`config.mk`:
```
export PLATFORM = sky130hd
export DESIGN_NAME = servo_arm_jog_and_pose_ramp_unit
export DESIGN_NICKNAME = d
export VERILOG_FILES = /design/src/hdl/sarm_pkg.sv /design/src/hdl/sarm_step.sv /design/src/hdl/servo_arm_jog_and_pose_ramp_unit.sv
export SDC_FILE = /design/constraint.sdc
export NUM_CORES = 1
export LEC_CHECK = 0
export ABC_CLOCK_PERIOD_IN_PS = 5600
export BUFFER_PORTS_ARGS = -buffer_cell sky130_fd_sc_hd__buf_2
export CORE_ASPECT_RATIO = 1.4
export CORE_MARGIN = 2
export CORE_UTILIZATION = 60
export CTS_CLUSTER_DIAMETER = 100
export DETAILED_ROUTE_END_ITERATION = 6
export GPL_TIMING_DRIVEN = 0
export PLACE_DENSITY = 0.81
export SLEW_MARGIN = 20
export SYNTH_ARGS = -nofsm -noshare
export SYNTH_HDL_FRONTEND = slang
export SYNTH_HIERARCHICAL = 1
export SYNTH_SLANG_ARGS = --single-unit
```
`constraint.sdc`:
```
create_clock -name i_clk -period 5.6 [get_ports i_clk]
set_input_delay 0.56 -clock i_clk [delete_from_list [all_inputs] [get_ports i_clk]]
set_output_delay 0.56 -clock i_clk [all_outputs]
set_load 0.01 [all_outputs]
```
`src/hdl/sarm_pkg.sv`:
```
// Shared types, constants and pose tables for the servo arm jog and pose ramp unit.
package sarm_pkg;

    // Angle limits and joint count
    localparam int unsigned NUM_JOINTS = 4;
    localparam logic [7:0]  MAX_ANGLE  = 8'd180;

    // Joint positions inside a pose vector
    localparam int unsigned J_BASE     = 0;
    localparam int unsigned J_SHOULDER = 1;
    localparam int unsigned J_ELBOW    = 2;
    localparam int unsigned J_WRIST    = 3;

    // Register map, index = paddr[4:2]
    typedef enum logic [2:0] {
        REG_STEP_SIZE     = 3'd0,
        REG_HOME_BASE     = 3'd1,
        REG_HOME_SHOULDER = 3'd2,
        REG_HOME_ELBOW    = 3'd3,
        REG_HOME_WRIST    = 3'd4
    } t_reg_idx;

    // Result status codes
    typedef enum logic [1:0] {
        ST_TICK    = 2'd0,
        ST_APPLIED = 2'd1,
        ST_UNKNOWN = 2'd2,
        ST_BUSY    = 2'd3
    } t_status;

    // Command characters (upper case)
    localparam logic [7:0] CMD_BASE_UP   = 8'h4C; // L
    localparam logic [7:0] CMD_BASE_DN   = 8'h4F; // O
    localparam logic [7:0] CMD_SHLD_UP   = 8'h59; // Y
    localparam logic [7:0] CMD_SHLD_DN   = 8'h48; // H
    localparam logic [7:0] CMD_ELBW_UP   = 8'h4A; // J
    localparam logic [7:0] CMD_ELBW_DN   = 8'h55; // U
    localparam logic [7:0] CMD_WRST_UP   = 8'h4B; // K
    localparam logic [7:0] CMD_WRST_DN   = 8'h49; // I
    localparam logic [7:0] CMD_HOME      = 8'h4E; // N
    localparam logic [7:0] CMD_REPORT    = 8'h50; // P
    localparam logic [7:0] CMD_PRESET_LO = 8'h31; // 1
    localparam logic [7:0] CMD_PRESET_HI = 8'h36; // 6
    localparam logic [7:0] CHR_LOWER_A   = 8'h61;
    localparam logic [7:0] CHR_LOWER_Z   = 8'h7A;
    localparam logic [7:0] CASE_OFFSET   = 8'h20;

    // Reset values
    localparam logic [7:0] RST_STEP_SIZE = 8'd5;
    localparam logic [7:0] RST_HOME_BASE = 8'd65;
    localparam logic [7:0] RST_HOME_REST = 8'd90;

    typedef logic [NUM_JOINTS-1:0][7:0] t_pose;

    typedef struct packed {
        logic       func;
        logic [7:0] cmd_byte;
    } t_in_beat;

    typedef struct packed {
        logic [7:0] base_angle;
        logic [7:0] shoulder_angle;
        logic [7:0] elbow_angle;
        logic [7:0] wrist_angle;
        logic       ramping;
        logic [1:0] status;
    } t_out_beat;

    typedef struct packed {
        logic [7:0] step_size;
        t_pose      home;
    } t_cfg;

    typedef struct packed {
        t_pose cur;
        t_pose tgt;
        logic  moving;
    } t_state;

    // Saturate an angle to MAX_ANGLE
    function automatic logic [7:0] lim(input logic [7:0] v);
        return (v > MAX_ANGLE) ? MAX_ANGLE : v;
    endfunction

    // Reset pose, home values already inside range
    function automatic t_pose reset_pose();
        t_pose p;
        p[J_BASE]     = RST_HOME_BASE;
        p[J_SHOULDER] = RST_HOME_REST;
        p[J_ELBOW]    = RST_HOME_REST;
        p[J_WRIST]    = RST_HOME_REST;
        return p;
    endfunction

    // Fixed preset poses, selected by the low bits of the digit '1'..'6'
    function automatic t_pose preset_pose(input logic [2:0] k);
        t_pose p;
        p[J_BASE] = 8'd65;
        case (k)
            3'd1: begin
                p[J_SHOULDER] = 8'd160; p[J_ELBOW] = 8'd150; p[J_WRIST] = 8'd160;
            end
            3'd2: begin
                p[J_SHOULDER] = 8'd0;   p[J_ELBOW] = 8'd100; p[J_WRIST] = 8'd50;
            end
            3'd3: begin
                p[J_SHOULDER] = 8'd20;  p[J_ELBOW] = 8'd180; p[J_WRIST] = 8'd90;
            end
            3'd4: begin
                p[J_SHOULDER] = 8'd90;  p[J_ELBOW] = 8'd90;  p[J_WRIST] = 8'd155;
            end
            3'd5: begin
                p[J_SHOULDER] = 8'd85;  p[J_ELBOW] = 8'd90;  p[J_WRIST] = 8'd120;
            end
            3'd6: begin
                p[J_SHOULDER] = 8'd180; p[J_ELBOW] = 8'd180; p[J_WRIST] = 8'd90;
            end
            default: begin
                p[J_SHOULDER] = 8'd0;   p[J_ELBOW] = 8'd0;   p[J_WRIST] = 8'd0;
            end
        endcase
        return p;
    endfunction

endpackage

```
`src/hdl/sarm_step.sv`:
```
// Next-state and result logic for one command or tick beat.
module sarm_step (
    input  sarm_pkg::t_state    i_state,
    input  sarm_pkg::t_cfg      i_cfg,
    input  sarm_pkg::t_in_beat  i_beat,
    output sarm_pkg::t_state    o_state,
    output sarm_pkg::t_out_beat o_beat
);
    import sarm_pkg::*;

    logic [7:0] uc;
    logic       jog_en;
    logic       jog_up;
    logic [1:0] jog_j;
    logic       ramp_en;
    t_pose      ramp_src;
    t_pose      ramp_tgt;
    logic       ramp_diff;
    t_pose      tick_cur;
    logic       tick_diff;
    logic [7:0] jog_cur;
    logic [8:0] jog_sum;
    logic [7:0] jog_res;
    t_status    status;

    // Fold lower case letters onto upper case
    always_comb begin
        uc = i_beat.cmd_byte;
        if (i_beat.cmd_byte inside {[CHR_LOWER_A:CHR_LOWER_Z]}) begin
            uc = i_beat.cmd_byte - CASE_OFFSET;
        end
    end

    // Command decode
    always_comb begin
        jog_en   = 1'b0;
        jog_up   = 1'b0;
        jog_j    = 2'(J_BASE);
        ramp_en  = 1'b0;
        ramp_src = i_cfg.home;
        status   = ST_APPLIED;
        case (uc) inside
            CMD_BASE_UP: begin jog_en = 1'b1; jog_up = 1'b1; jog_j = 2'(J_BASE);     end
            CMD_BASE_DN: begin jog_en = 1'b1;                jog_j = 2'(J_BASE);     end
            CMD_SHLD_UP: begin jog_en = 1'b1; jog_up = 1'b1; jog_j = 2'(J_SHOULDER); end
            CMD_SHLD_DN: begin jog_en = 1'b1;                jog_j = 2'(J_SHOULDER); end
            CMD_ELBW_UP: begin jog_en = 1'b1; jog_up = 1'b1; jog_j = 2'(J_ELBOW);    end
            CMD_ELBW_DN: begin jog_en = 1'b1;                jog_j = 2'(J_ELBOW);    end
            CMD_WRST_UP: begin jog_en = 1'b1; jog_up = 1'b1; jog_j = 2'(J_WRIST);    end
            CMD_WRST_DN: begin jog_en = 1'b1;                jog_j = 2'(J_WRIST);    end
            CMD_HOME: begin
                ramp_en = 1'b1;
            end
            CMD_REPORT: begin
            end
            [CMD_PRESET_LO:CMD_PRESET_HI]: begin
                ramp_en  = 1'b1;
                ramp_src = preset_pose(uc[2:0]);
            end
            default: begin
                status = ST_UNKNOWN;
            end
        endcase
    end

    // Jog arithmetic with saturation at both ends
    always_comb begin
        jog_cur = i_state.cur[jog_j];
        jog_sum = {1'b0, jog_cur} + {1'b0, i_cfg.step_size};
        if (jog_up) begin
            jog_res = (jog_sum > {1'b0, MAX_ANGLE}) ? MAX_ANGLE : jog_sum[7:0];
        end else begin
            jog_res = (i_cfg.step_size >= jog_cur) ? 8'd0 : jog_cur - i_cfg.step_size;
        end
    end

    // New ramp target and whether it differs from the current pose
    always_comb begin
        ramp_diff = 1'b0;
        for (int j = 0; j < NUM_JOINTS; j++) begin
            ramp_tgt[j] = lim(ramp_src[j]);
            if (ramp_tgt[j] != i_state.cur[j]) begin
                ramp_diff = 1'b1;
            end
        end
    end

    // One degree per joint toward the target
    always_comb begin
        tick_diff = 1'b0;
        for (int j = 0; j < NUM_JOINTS; j++) begin
            tick_cur[j] = i_state.cur[j];
            if (i_state.cur[j] < i_state.tgt[j]) begin
                tick_cur[j] = i_state.cur[j] + 8'd1;
            end else if (i_state.cur[j] > i_state.tgt[j]) begin
                tick_cur[j] = i_state.cur[j] - 8'd1;
            end
            if (tick_cur[j] != i_state.tgt[j]) begin
                tick_diff = 1'b1;
            end
        end
    end

    // Pick the state update and build the result beat
    always_comb begin
        o_state       = i_state;
        o_beat.status = ST_TICK;
        if (i_beat.func) begin
            if (i_state.moving) begin
                o_state.cur    = tick_cur;
                o_state.moving = tick_diff;
            end
        end else if (i_state.moving) begin
            o_beat.status = ST_BUSY;
        end else begin
            o_beat.status = status;
            if (jog_en) begin
                o_state.cur[jog_j] = jog_res;
                o_state.tgt[jog_j] = jog_res;
            end else if (ramp_en) begin
                o_state.tgt    = ramp_tgt;
                o_state.moving = ramp_diff;
            end
        end
        o_beat.base_angle     = o_state.cur[J_BASE];
        o_beat.shoulder_angle = o_state.cur[J_SHOULDER];
        o_beat.elbow_angle    = o_state.cur[J_ELBOW];
        o_beat.wrist_angle    = o_state.cur[J_WRIST];
        o_beat.ramping        = o_state.moving;
    end

endmodule

```
`src/hdl/servo_arm_jog_and_pose_ramp_unit.sv`:
```
// Top level of the servo arm jog and pose ramp unit: handshake, registers, state.
//
// Usage:
//   Input channel (i_in_valid / o_in_stall / i_in_data) carries one beat per item:
//   func 1 is a motion tick, func 0 a command byte (jog, home, preset, report).
//   Output channel (o_out_valid / i_out_stall / o_out_data) returns exactly one
//   beat per item with the four joint angles, the ramping flag and a status code.
//   The APB port holds step_size and the home pose; write it only while idle.
//   Path: an accepted item enters the input register, then the result register.
//   Throughput: one item per cycle while the receiver does not stall; the joint
//   state is updated in a single pass of logic between the two registers.
//   Receiver stall: the result register holds its beat; the input register still
//   takes one more item, then o_in_stall rises until the result is taken.
//   Reset (synchronous, active low): pipeline empties, joints and targets go to
//   65/90/90/90, step_size to 5, home pose to 65/90/90/90, ramping to 0.
module servo_arm_jog_and_pose_ramp_unit (
    input  logic                i_clk,
    input  logic                i_rst_n,
    input  logic                i_in_valid,
    output logic                o_in_stall,
    input  sarm_pkg::t_in_beat  i_in_data,
    output logic                o_out_valid,
    input  logic                i_out_stall,
    output sarm_pkg::t_out_beat o_out_data,
    input  logic                psel,
    input  logic                penable,
    input  logic                pwrite,
    input  logic [4:0]          paddr,
    input  logic [31:0]         pwdata,
    output logic [31:0]         prdata,
    output logic                pready
);
    import sarm_pkg::*;

    t_cfg      r_cfg;
    t_state    r_state;
    t_state    n_state;
    t_in_beat  r_in;
    logic      r_in_vld;
    t_out_beat r_out;
    t_out_beat n_out;
    logic      r_out_vld;
    logic      in_acc;
    logic      adv;
    logic      cfg_wr;

    // Handshake: the input register moves on when the result slot is free
    assign adv         = r_in_vld && (!r_out_vld || !i_out_stall);
    assign o_in_stall  = r_in_vld && !adv;
    assign in_acc      = i_in_valid && !o_in_stall;
    assign o_out_valid = r_out_vld;
    assign o_out_data  = r_out;

    // Configuration port
    assign pready = 1'b1;
    assign cfg_wr = psel && penable && pwrite;

    always_ff @(posedge i_clk) begin
        if (!i_rst_n) begin
            r_cfg.step_size           <= RST_STEP_SIZE;
            r_cfg.home                <= reset_pose();
        end else if (cfg_wr) begin
            case (paddr[4:2])
                REG_STEP_SIZE:     r_cfg.step_size           <= pwdata[7:0];
                REG_HOME_BASE:     r_cfg.home[J_BASE]        <= pwdata[7:0];
                REG_HOME_SHOULDER: r_cfg.home[J_SHOULDER]    <= pwdata[7:0];
                REG_HOME_ELBOW:    r_cfg.home[J_ELBOW]       <= pwdata[7:0];
                REG_HOME_WRIST:    r_cfg.home[J_WRIST]       <= pwdata[7:0];
                default: begin
                end
            endcase
        end
    end

    // Register read back
    always_comb begin
        prdata = 32'd0;
        case (paddr[4:2])
            REG_STEP_SIZE:     prdata = {24'd0, r_cfg.step_size};
            REG_HOME_BASE:     prdata = {24'd0, r_cfg.home[J_BASE]};
            REG_HOME_SHOULDER: prdata = {24'd0, r_cfg.home[J_SHOULDER]};
            REG_HOME_ELBOW:    prdata = {24'd0, r_cfg.home[J_ELBOW]};
            REG_HOME_WRIST:    prdata = {24'd0, r_cfg.home[J_WRIST]};
            default:           prdata = 32'd0;
        endcase
    end

    // Per-beat state update
    sarm_step u_step (
        .i_state (r_state),
        .i_cfg   (r_cfg),
        .i_beat  (r_in),
        .o_state (n_state),
        .o_beat  (n_out)
    );

    // Input register
    always_ff @(posedge i_clk) begin
        if (!i_rst_n) begin
            r_in_vld <= 1'b0;
        end else begin
            r_in_vld <= in_acc || (r_in_vld && !adv);
        end
    end

    always_ff @(posedge i_clk) begin
        if (in_acc) begin
            r_in <= i_in_data;
        end
    end

    // Joint state and result register
    always_ff @(posedge i_clk) begin
        if (!i_rst_n) begin
            r_state.cur    <= reset_pose();
            r_state.tgt    <= reset_pose();
            r_state.moving <= 1'b0;
            r_out_vld      <= 1'b0;
        end else begin
            if (adv) begin
                r_state <= n_state;
            end
            r_out_vld <= adv || (r_out_vld && i_out_stall);
        end
    end

    always_ff @(posedge i_clk) begin
        if (adv) begin
            r_out <= n_out;
        end
    end

endmodule

```
==> impl_metrics.py <==
metrics = {
    "status": {
        "status": "complete, no violations",
    },
    "yosys": {
        "synth_cell_type_count": 94,
        "async_reset_ff_frac": 0,
        "synth_area_leaders": "dfxtp_1 (16%), edfxtp_1 (10%), nand2_1 (8.3%), a21oi_1 (5.6%), ha_1 (5.5%)",
        "syn_area_per_cell_um2": 7.44,
        "yosysTopAreaCellShare": 0.165,
        "yosysWarnings": 6,
        "synth_largest_area_cell": "dfxtp_1",
        "synth_cells": 1745,
        "synth-edff-count": 44,
        "yosysSeqAreaShare": 0.267,
        "ys_ff_latch": 151,
        "synth_area_mm2": 0.0130,
        "synth-main-ff-cell": "dfxtp_1",
    },
    "clock_tree": {
        "clk_path_buf_depth": 2,
        "tritoncts": "done",
        "clock_sink_count": 151,
        "htreeDepth": 4,
        "clkTransAtPathRegs_ns": 0.07,
        "postCtsHoldBufs": 0,
        "cts_inserted_buffers": 17,
        "clockRootBuffer": "clkbuf_16",
        "clk_latency_ns": 0.46,
    },
    "placement": {
        "dp_slack_ns": -1.30,
        "dpl.hpwl_um": 40500,
        "portBuffers": 69,
        "place.gp.congestion": 1.12,
    },
    "power": {
        "switchingPower_uw": 1130,
        "p_clk_frac": 0.350,
        "p_int_uw": 2090,
        "vdd_ir_drop_max_v": 0.000234,
        "power.density_mw_per_mm2": 219,
        "p_seq_frac": 0.374,
        "p_comb_frac": 0.276,
        "power_uw": 3220,
        "switching_share": 0.351,
        "p_leak_uw": 0.00604,
    },
    "drt": {
        "dr.pass1.iters": 7,
        "antenna_left": 0,
        "post-route-drc-count": 0,
        "wl_per_cell_um": 25.1,
        "drtIter0Drc": 1837,
        "vias": 14698,
        "avgViaCountPerCell": 6.86,
        "wl_um": 53800,
    },
    "die": {
        "die_h_um": 178,
        "dieArea_mm2": 0.0229,
        "num_rows": 63,
        "start_util": 0.613,
        "io_pins": 123,
        "die_w_um": 128,
        "core_area_mm2": 0.0212,
    },
    "sta": {
        "worst_slew_pin_slew_ns": 1.24,
        "timing.final.max_slew_violations": 0,
        "finalHoldViolations": 0,
        "skew_ns": 0.0138,
        "max_freq_mhz": 182,
        "fin_crit_ns": 5.51,
        "hold_ws_ns": 0.279,
        "setup_tns_ns": 0,
        "finalSetupViolations": 0,
        "fin_crit_sh": 0.984,
        "slew_headroom": 0.168,
        "setup_slack_ns": 0.0906,
    },
    "global_routing": {
        "grt_overflow": 0,
        "groute.usage.overall": 0.462,
        "grt_max_degree": 45,
        "grt_pass1_vias": 13351,
        "grt_first_pass_wirelength_um": 78100,
        "grt_antenna_before_repair": 0,
    },
    "setup_path": {
        "critical_path.max_fanout": 8,
        "critical-path-slowest-cell": "edfxtp_1",
        "end_kind": "flop",
        "crit_chain": "a21oi_4, o2bb2ai_4, o31ai_1, and3_4, buf_8, nand4_1, buf_6, o221a_2, ha_2, fa_1, nand2b_1, a21oi_2, o21bai_1, a21oi_2, o21ai_1, a21oi_1, or3_4, buf_4, nor2_2, a21oi_4, a221oi_2, buf_4, nand2_1, a21oi_1",
        "path_class": "flop to flop",
        "worstPathRequired_ns": 5.98,
        "path_buf_inv": 4,
        "max_stage_delay_ns": 0.49,
        "reg2reg_from": "r_in[1]",
        "critPathLaunchType": "flop",
        "crit_arrival_ns": 5.89,
        "startpoint": "r_in[1]",
        "path_delay_family": "compound AO/OA/AOI/OAI gates",
    },
    "finish": {
        "fillers": 1838,
        "antennaDiodeCount": 0,
        "final_cell_mix": "nand2_1 (285), a21oi_1 (138), nor2_1 (122)",
        "layout.nets": 1983,
        "layout_commonest_cell": "nand2_1",
        "utilization": 0.693,
        "layout-drive-gt1-share": 0.158,
        "areaGrowthSynthToFinish_pct": 13.1,
    },
    "min_path": {
        "hp-start": "i_in_data[5]",
        "hold_class": "input pin to flop",
    },
    "flow_run": {
        "cap_violations": 0,
    },
}
cells in the mapped netlist (44+ instances only):
library cell / count
mux2i_1: 59
clkbuf_1: 81
edfxtp_1: 44
inv_1: 72
a21oi_1: 146
nand3_1: 74
buf_4: 60
o21ai_0: 94
xnor2_1: 50
nand2_1: 287
dfxtp_1: 107
ha_1: 57
nor2_1: 125
metrics by stage:
step | area [um^2] | instances
2_1_floorplan | 13100 | 1768
3_3_place_gp | 13700 | 2097
3_5_place_dp | 13800 | 2097
4_1_cts | 14400 | 2128
5_1_grt | 14700 | 2144
6_report | 14700 | 2144
power by group through the flow:
stage / Sequential, uW / Clock (uW) / Combinational (uW)
floorplan: 1220 / 0 / 535
detailed placement: 1230 / 0 / 791
global route: 1210 / 1170 / 927
CTS: 1200 / 1120 / 813
global placement: 1220 / 0 / 779
finish: 1200 / 1130 / 886
sequential cells by signal, indices dropped and copies added (netlist names):
register and count:
r_state 65, r_cfg 40, o_out_data 35, r_in 9, o_out_valid 1, r_in_vld 1
path summary, 6_finish.rpt:
path / to / slack (ns) / cells past startpoint
worst max-delay path: r_state[34] / 0.09 / 24
worst max register to register: r_state[34] / 0.09 / 24
worst min register to register: r_state[48] / 0.48 / 2
worst min-delay path: r_in[5] / 0.28 / 1
area by class of cell:
type,count,area (um^2),area share
Multi-Input combinational cell,1365,8590,0.585
Sequential cell,151,3460,0.236
Buffer,171,965,0.0657
Timing Repair Buffer,91,510,0.0348
Clock buffer,20,447,0.0304
Tap cell,260,325,0.0221
Inverter,74,280,0.0191
Clock inverter,12,105,0.00716
what timing repair did:
action / CTS / global route
resized for setup: 27 / 37
buffers inserted: 5 / 17
pin swaps: 5 / 8
endpoints found under the setup margin: 96 / 89
per-layer routing:
| metal | wire, um | share of wire | GRT usage | up-vias |
|---|---|---|---|---|
| li1 | - | - | - | 6418 |
| met3 | 6090 | 0.11 | 0.125 | 405 |
| met4 | 6210 | 0.12 | 0.432 | 0 |
| met5 | 0 | 0 | 0 | - |
| met1 | 17700 | 0.33 | 0.498 | 6693 |
| met2 | 23800 | 0.44 | 0.727 | 1182 |
cell families (layout without fill, tap and decap cells):
family	count (synthesis)	count (layout)	synth area share
compound gates	456	456	0.226
xor+xnor	66	66	0.0456
fa+ha+maj	60	60	0.0588
buf+inv	252	368	0.0954
flops	151	151	0.267
mux	72	72	0.0567
other cells	2	25	0.000578
simple gates	686	686	0.250
No activity file was read; power rests on OpenSTA's default activity.
